`src/qte_pkg.sv`:
```
// Shared constants, types and helper functions for the quaternion to Euler angle converter.
package qte_pkg;

    // Number of CORDIC rotation cells per angle lane (8 to 24).
    localparam int CORDIC_STAGES = 16;

    // Square root cells: one result bit per cell, root of a value up to 2^56.
    localparam int SQRT_STAGES = 29;
    localparam int ROOT_W      = 29;
    localparam int REM_W       = 57;

    localparam int FRAC_BITS = 28;
    localparam int CW        = 37;   // CORDIC x and y datapath width
    localparam int AW        = 34;   // angle accumulator width, radians * 2^30
    localparam int SHW       = 5;    // shift / stage index width
    localparam int PW        = 33;   // width of w*x - y*z
    localparam int MAG_W     = 28;   // magnitude of 2*pitch when not clamped
    localparam int DEG_W     = 27;
    localparam int PROD_W    = AW + DEG_W;
    localparam int SAT_W     = 20;

    // Stages from the input register to the final rounding register.
    localparam int PIPE_LEN = 4 + SQRT_STAGES + 1 + CORDIC_STAGES + 2;

    localparam logic signed [PW-1:0] PITCH_LIMIT     = 33'sd134217594;
    localparam logic signed [PW-1:0] NEG_PITCH_LIMIT = -33'sd134217594;
    localparam logic signed [AW-1:0] PI_Q30          = 34'sd3373259426;
    localparam logic signed [AW-1:0] HALF_PI_Q30     = 34'sd1686629713;
    localparam logic signed [DEG_W-1:0] DEG_FACTOR   = 27'sd60078979;
    localparam logic signed [CW-1:0] ONE_Q28         = CW'(2 ** FRAC_BITS);

    // One vector on its way through a CORDIC lane.
    typedef struct packed {
        logic signed [CW-1:0] x;
        logic signed [CW-1:0] y;
        logic signed [AW-1:0] ang;
        logic                 zero;
    } t_vec;

    // Data that travels beside the square root cells.
    typedef struct packed {
        logic signed [CW-1:0] zn;
        logic signed [CW-1:0] zd;
        logic signed [CW-1:0] yn;
        logic signed [CW-1:0] yd;
        logic signed [CW-1:0] s;
        logic                 clamp;
        logic                 neg;
    } t_side;

    // Gimbal lock flags that travel beside the CORDIC cells.
    typedef struct packed {
        logic clamp;
        logic neg;
    } t_flags;

    // One finished result.
    typedef struct packed {
        logic signed [15:0] ang_z;
        logic signed [15:0] ang_x;
        logic signed [15:0] ang_y;
        logic               clamp;
    } t_res;

    // Elementary angles atan(2^-i) in radians scaled by 2^30.
    function automatic logic signed [AW-1:0] atan_q30(input logic [SHW-1:0] idx);
        logic signed [AW-1:0] v;
        unique case (idx)
            5'd0:    v = 34'sd843314857;
            5'd1:    v = 34'sd497837829;
            5'd2:    v = 34'sd263043837;
            5'd3:    v = 34'sd133525159;
            5'd4:    v = 34'sd67021687;
            5'd5:    v = 34'sd33543516;
            5'd6:    v = 34'sd16775851;
            5'd7:    v = 34'sd8388437;
            5'd8:    v = 34'sd4194283;
            5'd9:    v = 34'sd2097149;
            5'd10:   v = 34'sd1048576;
            5'd11:   v = 34'sd524288;
            5'd12:   v = 34'sd262144;
            5'd13:   v = 34'sd131072;
            5'd14:   v = 34'sd65536;
            5'd15:   v = 34'sd32768;
            5'd16:   v = 34'sd16384;
            5'd17:   v = 34'sd8192;
            5'd18:   v = 34'sd4096;
            5'd19:   v = 34'sd2048;
            5'd20:   v = 34'sd1024;
            5'd21:   v = 34'sd512;
            5'd22:   v = 34'sd256;
            5'd23:   v = 34'sd128;
            default: v = '0;
        endcase
        return v;
    endfunction

    // Folds a left half plane vector into the right half plane and seeds the angle.
    function automatic t_vec cordic_pre(input logic signed [CW-1:0] y,
                                        input logic signed [CW-1:0] x);
        t_vec v;
        v.zero = (x == '0) && (y == '0);
        v.x    = x;
        v.y    = y;
        v.ang  = '0;
        if (x[CW-1]) begin
            v.x   = -x;
            v.y   = -y;
            v.ang = y[CW-1] ? -PI_Q30 : PI_Q30;
        end
        return v;
    endfunction

    // Saturates a rounded angle to the 16 bit output range.
    function automatic logic signed [15:0] sat16(input logic signed [SAT_W-1:0] v);
        logic signed [15:0] r;
        if (v > SAT_W'(32767)) begin
            r = 16'sh7fff;
        end else if (v < -(SAT_W'(32768))) begin
            r = 16'sh8000;
        end else begin
            r = v[15:0];
        end
        return r;
    endfunction

endpackage

```
`src/qte_sqrt_cell.sv`:
```
// One cell of the pipelined square root: settles one bit of the root.
module qte_sqrt_cell (
    input  logic                            i_clk,
    input  logic                            i_en,
    input  logic [qte_pkg::SHW-1:0]         i_bit,
    input  logic [qte_pkg::REM_W-1:0]       i_rem,
    input  logic [qte_pkg::ROOT_W-1:0]      i_root,
    output logic [qte_pkg::REM_W-1:0]       o_rem,
    output logic [qte_pkg::ROOT_W-1:0]      o_root
);

    logic [qte_pkg::REM_W:0]        d;
    logic [qte_pkg::REM_W:0]        rem_x;
    logic [qte_pkg::REM_W:0]        diff;
    logic [qte_pkg::REM_W-1:0]      n_rem;
    logic [qte_pkg::ROOT_W-1:0]     n_root;
    logic [qte_pkg::REM_W-1:0]      r_rem;
    logic [qte_pkg::ROOT_W-1:0]     r_root;

    // The trial term is (2*root + 2^bit) * 2^bit, taken from the remainder if it fits.
    always_comb begin
        d      = ((qte_pkg::REM_W + 1)'(i_root) << (i_bit + 1))
               + ((qte_pkg::REM_W + 1)'(1) << (2 * i_bit));
        rem_x  = {1'b0, i_rem};
        diff   = rem_x - d;
        n_rem  = i_rem;
        n_root = i_root;
        if (rem_x >= d) begin
            n_rem  = diff[qte_pkg::REM_W-1:0];
            n_root = i_root | (qte_pkg::ROOT_W'(1) << i_bit);
        end
    end

    always_ff @(posedge i_clk) begin
        if (i_en) begin
            r_rem  <= n_rem;
            r_root <= n_root;
        end
    end

    assign o_rem  = r_rem;
    assign o_root = r_root;

endmodule

```
`config.mk`:
```
export PLATFORM = sky130hd
export DESIGN_NAME = qte_sqrt_cell
export DESIGN_NICKNAME = d
export VERILOG_FILES = /design/src/qte_pkg.sv /design/src/qte_sqrt_cell.sv
export SDC_FILE = /design/constraint.sdc
export NUM_CORES = 1
export LEC_CHECK = 0
export ABC_AREA = 1
export BUFFER_PORTS_ARGS = -buffer_cell sky130_fd_sc_hd__buf_2
export CAP_MARGIN = 20
export CORE_MARGIN = 1
export CORE_UTILIZATION = 50
export CTS_CLUSTER_SIZE = 12
export DETAILED_ROUTE_END_ITERATION = 7
export GPL_ROUTABILITY_DRIVEN = 1
export PLACE_DENSITY = 0.7
export SLEW_MARGIN = 20
export SYNTH_ARGS = -nofsm -noshare
export SYNTH_HDL_FRONTEND = slang
export SYNTH_SLANG_ARGS = --single-unit
export TNS_END_PERCENT = 5
```
`constraint.sdc`:
```
create_clock -name i_clk -period 19.5 [get_ports i_clk]
set_clock_uncertainty 0.1 [all_clocks]
set_input_delay 3.9 -clock i_clk [delete_from_list [all_inputs] [get_ports i_clk]]
set_output_delay 3.9 -clock i_clk [all_outputs]
set_load 0.01 [all_outputs]
```
==> metrics.yaml <==
critPathMaxFanout: 86
hp-class: "primary input to flip-flop"
pwr-share-comb_pct: 58.9
dr.pass1.iters: 6
final-setup-viol-count: 0
maxSlewViolCount: 0
hold_violations: 0
syn_inst: 2259
synth_fa_ha_area_share_pct: 8.73
via_count: 16400
clock_sinks: 86
die_h_um: 168
holdPathStages: 3
layout.cells.non_filler: 2729
maxCapViolCount: 0
clockBufferDepth: 2
slowest_stage: "ha_1"
hp-start: "i_rem[0]"
critPathRequiredTime_ns: 19.59
synth_top_family_by_area: "simple AND/OR/NAND/NOR gates"
fin_crit_ns: 12.53
ys_ff_latch: 86
cp_top_family: "simple AND/OR/NAND/NOR gates"
rsz0062_at_grt: "no"
slew_headroom_pct: 28.7
post_route_cells_drive_above_1_share_pct: 10.1
die-area_sq_um: 28100
crit_top_cell: "nand2_1"
intPower_mw: 0.540
power.share.sequential_pct: 24.2
critPathCaptureType: "flip-flop"
worstMarginPinSlew_ns: 1.07
clockPowerShare_pct: 17.0
num_rows: 60
synth_xor_area_share_pct: 5.71
synth_common_cells: "677 x nand2_1, 273 x inv_1, 223 x nor2_1, 205 x nand3_1, 121 x o21ai_0"
fin_util_pct: 55.5
path_buf_inv: 6
startpoint_type: "primary input"
switching_share_pct: 49.2
ios: 179
fin_crit_sh_pct: 64.2
synth_area_leaders: "edfxtp_1 19%, nand2_1 19%, ha_1 8.6%"
synth.avg_cell_area_sq_um: 6.07
drt_iter0_markers: 1642
synth-main-ff-cell: "edfxtp_1"
ctsResizeCount: 0
cts_tree: "built"
path_clk_slew_ns: 0.08
hold-path-endpoint: "o_rem[0]"
core_sq_um: 27000
synth_compound_area_share_pct: 13.1
yosys.area_share.simple_pct: 41.9
cts_setup_buffers: 0
p_leak_nw: 7.26
numPlacedInstances: 2713
arrival_ns: 12.62
peakVddDrop_v: 0.0000458
synth.distinct_cells: 54
syn_nets: 2447
yosys.area.top_type_share_pct: 18.8
worstSetupPathType: "primary input to flip-flop"
outcome: "finished, final reports clean"
max_stage_delay_ns: 0.80
yosysMostFrequentCell: "nand2_1"
die_w_um: 168
synth.area.mux_share_pct: 0.950
async_flop_share_pct: 0
cts-root-buf: "clkbuf_16"
initial_core_util_pct: 50.8
setup_tns_ns: 0
syn_area_sq_um: 13700
p_total_mw: 1.06
max_freq_ghz: 0.0798
fin_nets: 2571
yosysWarningCount: 0
port_buffers: 178
postCtsHoldBufs: 0
avgRoutedWirePerCell_um: 20.4
grt_pass1_vias: 15100
gp_congestion: 1.05
antennaDiodeCount: 0
p_per_area_nw_per_um2: 71.1
area_delta_synth_final_pct: 9.15
antenna_left: 0
numCtsBuffers: 9
vias_per_cell: 6.01
grt_overflow: 0
yosysSeqAreaShare_pct: 18.8
synth_edf_count: 86
drc_errors: 0
antenna_found_initial: 0
grt_pass1_wl_um: 84100
htreeDepth: 3
grt_use_total_pct: 38.9
hpwl_um: 46300
yosys.area.top_type: "edfxtp_1"
wirelength_um: 55700
grt_max_degree: 88
p_sw_mw: 0.523
stage by stage:
step	hold WS [ns]	setup WS (ns)	instance area, sq um
floorplan	3.91	9.84	13700
global placement	4.08	6.94	14700
detailed placement	4.08	7.00	14700
CTS	3.70	7.33	15000
global route	3.73	6.29	15000
finish	3.71	6.97	15000
area by class of cell:
cell class,instances,area [sq um]
flip-flops and latches,86,2580
multi-input cells,1819,9640
clock inverters,7,61.3
repair buffers,185,958
clock buffers,9,225
inverters,282,1060
fillers,2818,12000
well taps,341,427
power groups by stage:
stage | Sequential [mW] | Clock [mW] | Combinational, mW
after floorplan | 0.282 | 0 | 0.395
after global placement | 0.260 | 0 | 0.600
after detailed placement | 0.261 | 0 | 0.603
after CTS | 0.257 | 0.182 | 0.606
after global routing | 0.260 | 0.185 | 0.677
final | 0.257 | 0.180 | 0.626
routing by layer:
metal / global-route usage, % / wire [um] / up-vias
li1: - / - / 7843
met1: 51.7 / 23500 / 7522
met2: 60.7 / 24000 / 908
met3: 7.54 / 5510 / 123
met4: 17.9 / 2720 / 0
met5: 0 / 0 / -
layout by cell type (no fill, tap or decap), types with 60 or more instances in the layout:
| cell type | instances |
|---|---|
| o21ai_0 | 121 |
| nand3_1 | 205 |
| ha_1 | 94 |
| a21oi_1 | 98 |
| xor2_1 | 60 |
| nand4_1 | 113 |
| edfxtp_1 | 86 |
| nand2_1 | 676 |
| inv_1 | 273 |
| nor2_1 | 223 |
| buf_2 | 177 |
sequential cells by signal, indices dropped and copies added, names as in the netlist:
register	cells
o_rem	57
o_root	29
how the worst max path moves through the flow:
| stage | slack, ns | startpoint | depth (start not counted) | end |
|---|---|---|---|---|
| finish | 6.97 | i_bit[0] | 34 | o_root[28] |
| global route | 6.29 | i_bit[0] | 36 | o_root[28] |
| CTS | 7.33 | i_bit[0] | 36 | o_root[28] |
| global placement | 6.94 | i_bit[0] | 32 | o_rem[45] |
| floorplan | 9.84 | i_bit[0] | 36 | o_rem[42] |
| detailed placement | 7.00 | i_bit[0] | 36 | o_root[28] |
cells by family (layout without fill, tap and decap cells):
| group | Yosys count | after routing |
|---|---|---|
| AOI/OAI and AO/OA | 316 | 316 |
| DFF | 86 | 86 |
| xor gates and xnor gates | 85 | 85 |
| muxes | 13 | 13 |
| and+or+nand+nor | 1310 | 1310 |
| buffers and inverters | 354 | 483 |
| adders and majority gates | 95 | 95 |
tightest hold or removal path: cells and delay by family:
family	cells	cell delay [ns]
simple gates	2	0.08
buf+inv	1	0.09
(Power assumes the default switching activity.)
