`config.mk`:
```
export PLATFORM = sky130hd
export DESIGN_NAME = qte_cordic_cell
export DESIGN_NICKNAME = d
export VERILOG_FILES = /design/src/qte_pkg.sv /design/src/qte_cordic_cell.sv
export SDC_FILE = /design/constraint.sdc
export NUM_CORES = 1
export LEC_CHECK = 0
export BUFFER_PORTS_ARGS = -buffer_cell sky130_fd_sc_hd__buf_2
export CAP_MARGIN = 30
export CORE_ASPECT_RATIO = 0.5
export CORE_MARGIN = 4
export CORE_UTILIZATION = 40
export CTS_CLUSTER_SIZE = 24
export DETAILED_ROUTE_END_ITERATION = 10
export PLACE_DENSITY = 0.69
export SLEW_MARGIN = 20
export SYNTH_ARGS = -nofsm -noshare
export SYNTH_HDL_FRONTEND = slang
export SYNTH_SLANG_ARGS = --single-unit
```
`constraint.sdc`:
```
create_clock -name i_clk -period 5.71 [get_ports i_clk]
set_clock_uncertainty 0.05 [all_clocks]
set_input_delay 0 -clock i_clk [delete_from_list [all_inputs] [get_ports i_clk]]
set_output_delay 0 -clock i_clk [all_outputs]
set_load 0.05 [all_outputs]
```
`src/qte_pkg.sv`:
```
// Shared constants, types and helper functions for the quaternion to Euler angle converter.
package qte_pkg;

    // Number of CORDIC rotation cells per angle lane (8 to 24).
    localparam int CORDIC_STAGES = 16;

    // Square root cells: one result bit per cell, root of a value up to 2^56.
    localparam int SQRT_STAGES = 29;
    localparam int ROOT_W      = 29;
    localparam int REM_W       = 57;

    localparam int FRAC_BITS = 28;
    localparam int CW        = 37;   // CORDIC x and y datapath width
    localparam int AW        = 34;   // angle accumulator width, radians * 2^30
    localparam int SHW       = 5;    // shift / stage index width
    localparam int PW        = 33;   // width of w*x - y*z
    localparam int MAG_W     = 28;   // magnitude of 2*pitch when not clamped
    localparam int DEG_W     = 27;
    localparam int PROD_W    = AW + DEG_W;
    localparam int SAT_W     = 20;

    // Stages from the input register to the final rounding register.
    localparam int PIPE_LEN = 4 + SQRT_STAGES + 1 + CORDIC_STAGES + 2;

    localparam logic signed [PW-1:0] PITCH_LIMIT     = 33'sd134217594;
    localparam logic signed [PW-1:0] NEG_PITCH_LIMIT = -33'sd134217594;
    localparam logic signed [AW-1:0] PI_Q30          = 34'sd3373259426;
    localparam logic signed [AW-1:0] HALF_PI_Q30     = 34'sd1686629713;
    localparam logic signed [DEG_W-1:0] DEG_FACTOR   = 27'sd60078979;
    localparam logic signed [CW-1:0] ONE_Q28         = CW'(2 ** FRAC_BITS);

    // One vector on its way through a CORDIC lane.
    typedef struct packed {
        logic signed [CW-1:0] x;
        logic signed [CW-1:0] y;
        logic signed [AW-1:0] ang;
        logic                 zero;
    } t_vec;

    // Data that travels beside the square root cells.
    typedef struct packed {
        logic signed [CW-1:0] zn;
        logic signed [CW-1:0] zd;
        logic signed [CW-1:0] yn;
        logic signed [CW-1:0] yd;
        logic signed [CW-1:0] s;
        logic                 clamp;
        logic                 neg;
    } t_side;

    // Gimbal lock flags that travel beside the CORDIC cells.
    typedef struct packed {
        logic clamp;
        logic neg;
    } t_flags;

    // One finished result.
    typedef struct packed {
        logic signed [15:0] ang_z;
        logic signed [15:0] ang_x;
        logic signed [15:0] ang_y;
        logic               clamp;
    } t_res;

    // Elementary angles atan(2^-i) in radians scaled by 2^30.
    function automatic logic signed [AW-1:0] atan_q30(input logic [SHW-1:0] idx);
        logic signed [AW-1:0] v;
        unique case (idx)
            5'd0:    v = 34'sd843314857;
            5'd1:    v = 34'sd497837829;
            5'd2:    v = 34'sd263043837;
            5'd3:    v = 34'sd133525159;
            5'd4:    v = 34'sd67021687;
            5'd5:    v = 34'sd33543516;
            5'd6:    v = 34'sd16775851;
            5'd7:    v = 34'sd8388437;
            5'd8:    v = 34'sd4194283;
            5'd9:    v = 34'sd2097149;
            5'd10:   v = 34'sd1048576;
            5'd11:   v = 34'sd524288;
            5'd12:   v = 34'sd262144;
            5'd13:   v = 34'sd131072;
            5'd14:   v = 34'sd65536;
            5'd15:   v = 34'sd32768;
            5'd16:   v = 34'sd16384;
            5'd17:   v = 34'sd8192;
            5'd18:   v = 34'sd4096;
            5'd19:   v = 34'sd2048;
            5'd20:   v = 34'sd1024;
            5'd21:   v = 34'sd512;
            5'd22:   v = 34'sd256;
            5'd23:   v = 34'sd128;
            default: v = '0;
        endcase
        return v;
    endfunction

    // Folds a left half plane vector into the right half plane and seeds the angle.
    function automatic t_vec cordic_pre(input logic signed [CW-1:0] y,
                                        input logic signed [CW-1:0] x);
        t_vec v;
        v.zero = (x == '0) && (y == '0);
        v.x    = x;
        v.y    = y;
        v.ang  = '0;
        if (x[CW-1]) begin
            v.x   = -x;
            v.y   = -y;
            v.ang = y[CW-1] ? -PI_Q30 : PI_Q30;
        end
        return v;
    endfunction

    // Saturates a rounded angle to the 16 bit output range.
    function automatic logic signed [15:0] sat16(input logic signed [SAT_W-1:0] v);
        logic signed [15:0] r;
        if (v > SAT_W'(32767)) begin
            r = 16'sh7fff;
        end else if (v < -(SAT_W'(32768))) begin
            r = 16'sh8000;
        end else begin
            r = v[15:0];
        end
        return r;
    endfunction

endpackage

```
`src/qte_cordic_cell.sv`:
```
// One vectoring CORDIC rotation cell with its angle accumulator.
module qte_cordic_cell (
    input  logic                    i_clk,
    input  logic                    i_en,
    input  logic [qte_pkg::SHW-1:0] i_shift,
    input  qte_pkg::t_vec           i_vec,
    output qte_pkg::t_vec           o_vec
);

    logic signed [qte_pkg::CW-1:0] dx;
    logic signed [qte_pkg::CW-1:0] dy;
    qte_pkg::t_vec                 n_vec;
    qte_pkg::t_vec                 r_vec;

    // Rotate toward the x axis; the sign of y picks the direction.
    always_comb begin
        dx    = i_vec.y >>> i_shift;
        dy    = i_vec.x >>> i_shift;
        n_vec = i_vec;
        if (!i_vec.y[qte_pkg::CW-1]) begin
            n_vec.x   = i_vec.x + dx;
            n_vec.y   = i_vec.y - dy;
            n_vec.ang = i_vec.ang + qte_pkg::atan_q30(i_shift);
        end else begin
            n_vec.x   = i_vec.x - dx;
            n_vec.y   = i_vec.y + dy;
            n_vec.ang = i_vec.ang - qte_pkg::atan_q30(i_shift);
        end
    end

    always_ff @(posedge i_clk) begin
        if (i_en) begin
            r_vec <= n_vec;
        end
    end

    assign o_vec = r_vec;

endmodule

```
==> results by group <==
Setup path
  – Top fanout value on the critical path: 22
  – WP buf/inv: 2
  – Crit-path cells: buf_4 > buf_12 > mux4_2 > mux4_2 > a221o_1 > and3b_2 > and3_1 > nand4_2 > nor3_1 > nor2_1 > xnor2_1 > ha_1 > o21a_1 > o2111ai_1 > a21oi_1 > nor3_1 > a21oi_1 > o41a_1 > a221oi_1 > a21oi_1 > xor2_1
  – Critical path class: primary input to flip-flop
  – Critical Path RT: just under 6 ns
  – CP Capture Type: flip-flop
  – CP arrival: 5.50 ns
  – Most Frequent Cell on Critical Path: a21oi_1
  – CP top delay family: compound AO/OA/AOI/OAI gates
  – CP Launch Type: primary input
  – Slowest CP cell: mux4_2
  – CP max stage delay: 0.56 ns
  – Worst path depth: 21

Placed design
  – Post-DP HPWL: about 60 mm
  – Placement Cell Area: between 20000 and 25000 µm²
  – # port buffers: 224
  – Routability Congestion: roughly 1.0
  – Inst Count DP: approximately 3100

Timing
  – Final setup violation count: 0
  – Final Cycle Share: between 90% and 100%
  – Hold Vio Cnt, Final: 0
  – Slew @ Worst Pin: 0.9907 ns
  – Slew margin rel.: between 30% and 40%
  – Peak Freq: ~0.19 GHz
  – Minimum clock period: about 5.4 ns
  – Final Hold Slack: 0.008341 ns
  – Final slew viol count: 0

Clock tree
  – Clock-pin slew on the worst setup and hold paths: roughly 0.09 ns
  – CTS tree: built
  – CTS Sinks: about 110
  – Max Buffers Root-to-Sink: 2
  – Cell chosen for the clock root: clkbuf_16
  – CTS buffer count: 9
  – # H-tree levels: 3

Power and ir drop
  – Leak Pwr: around 9.7 nW
  – Flop pwr share: between 20% and 30%
  – VDD IR max: around 0.18 mV
  – P per Cell Area: 260.7 nW/µm²
  – Sw power: between 2 and 3 mW
  – Switch share: between 40% and 50%
  – Internal power: between 2 and 3 mW
  – Gate power share: between 60% and 70%
  – Clock power frac: between 10% and 20%

Synth
  – Synth Area in Compound Gates: 22.44%
  – Number of synthesis warnings: 0
  – Multiplexer share of the synthesized area: between 15 and 20%
  – FF+latch count, synth: roughly 110
  – Syn_nets: 2196
  – Post-synthesis xor/xnor area fraction: around 9%
  – Post-Synth Simple-Gate Area: between 10% and 20%
  – Synth cell types: roughly 110
  – Largest family of logic cells by synthesized area: compound AO/OA/AOI/OAI gates
  – Synth area leader: edfxtp_1
  – Number of synthesized flops with an enable pin: 109
  – Post-Synthesis Cells: 1959
  – Async SR Flop Fraction: 0%
  – Mapped cell area: ~17000 µm²
  – Synth Area in Adders: between 9 and 10%
  – Sequential fraction of the synthesis area: roughly a fifth
  – Synth top area share: 19.26%
  – Ys flop type: edfxtp_1
  – Syn_area_per_cell: a little under 9 µm²
  – Top cells by area, synth: edfxtp_1 19%, mux4_2 8.9%, ha_1 8.7%, xnor2_1 6.2%, mux2i_1 4.6%

Finish
  – Non-Filler Instances: around 3100
  – Final net count: 2768
  – Util after Layout: approximately 53%
  – Layout area overhead: 30.31%
  – Most common cell after layout, fill and taps aside: buf_4
  – Fraction of final layout cells sized beyond drive strength 1: around 33%
  – Largest register FFs: ~110
  – Cell area after layout: ~22000 µm²
  – Commonest cells after routing, fill and taps aside: 438 x buf_4, 219 x buf_2, 179 x nor2_1

Worst hold path
  – Hold path cells: 4
  – Worst min path class: primary input to flip-flop

Global routing
  – Pin count of the biggest net entering global routing: between 70 and 80
  – First-pass GRT wire length: ~110 mm
  – Grt ovf: 0
  – Vias in the first global route: between 15000 and 20000
  – Tot GR Track Use: about a third
  – Initial antenna violation count: 4

Die
  – Core Footprint: around 42000 µm²
  – Starting density of the core: between 40 and 50%
  – Die area: roughly 46000 µm²
  – Die span in y: about 150 µm
  – Die width: ~300 µm
  – Boundary Pins: 225
  – Rows: between 50 and 60

Drt
  – Vias per cell: about 6.0
  – ANT nets after route: 0
  – Drt wl/cell: roughly 24 µm
  – Detailed Route Iter0 Violations: between 2000 and 2500
  – Via count: 18840
  – Residual DRC: 0
  – Drt pass-1 iters: 6
  – DRT Wirelength: between 70 and 80 mm

Job
  – Maxcap violations: 0

Status
  – Status: completed
final timing paths:
kind                    from              endpoint  slack, ns
hold / removal     i_vec[72]   o_vec[72]$_DFFE_PP_      0.008
setup / recovery  i_shift[2]  o_vec[107]$_DFFE_PP_       0.31
power by group through the flow:
stage	clock [mW]	combinational, mW	sequential, mW
2_1_floorplan	0	1.66	2.00
5_1_grt	0.776	4.04	1.27
3_5_place_dp	0	3.71	1.26
3_3_place_gp	0	3.69	1.26
6_report	0.727	3.80	1.24
4_1_cts	0.747	3.74	1.25
layout make-up:
class / instances / area (µm²)
clock buffer: 9 / 225.2
inverter: 48 / 180.2
tap: 577 / 721.9
timing repair buffer: 676 / 4696
sequential: 109 / 3273
multi-input combinational: 1687 / 12940
antenna: 3 / 7.507
fill: 3937 / 19840
clock inverter: 7 / 93.84
cells in the mapped netlist (all sizes together) (12+ instances only):
cell    number
a211oi      19
a21o        43
a21oi      156
a22oi       12
a31oi       32
and2        12
and3        15
buf         63
clkbuf      52
edfxtp     109
ha         118
inv         47
mux2        46
mux2i       78
mux4        70
nand2      150
nand2b      41
nand3       50
nand4       14
nor2       181
nor2b       37
nor3        50
o211ai      27
o21a        21
o21ai      107
o22ai       23
or2         12
xnor2      120
xor2        47
per-layer routing:
layer	up-vias	routed length [µm]	track usage, %
li1	8644	-	-
met1	9071	32370	44.22
met2	988	32600	47.97
met3	137	7503	7.253
met4	0	2147	9.265
met5	-	0	0
metrics by stage:
| step | power [mW] | TNS [ns] | worst slack (ns) |
|---|---|---|---|
| detailed placement | 4.974 | -0.7963 | -0.1660 |
| floorplan | 3.667 | 0 | 0.1298 |
| finish | 5.773 | 0 | 0.3115 |
| CTS | 5.733 | 0 | 0.2347 |
| global placement | 4.953 | -0.6314 | -0.1687 |
| global route | 6.085 | -0.06646 | -0.06646 |
logic make-up after synthesis:
group           count (synthesis)
compound gates                579
xor+xnor                      168
fa+ha+maj                     121
buf+inv                       163
flops                         109
mux                           194
simple gates                  625
timing repair:
action | 4_1_cts | 5_1_grt
buffers inserted | 0 | 3
endpoints found under the hold margin | 4 | 0
gates resized for setup | 0 | 17
setup endpoints to repair | 0 | 7
hold buffers | 4 | 0
(Power assumes the default switching activity.)
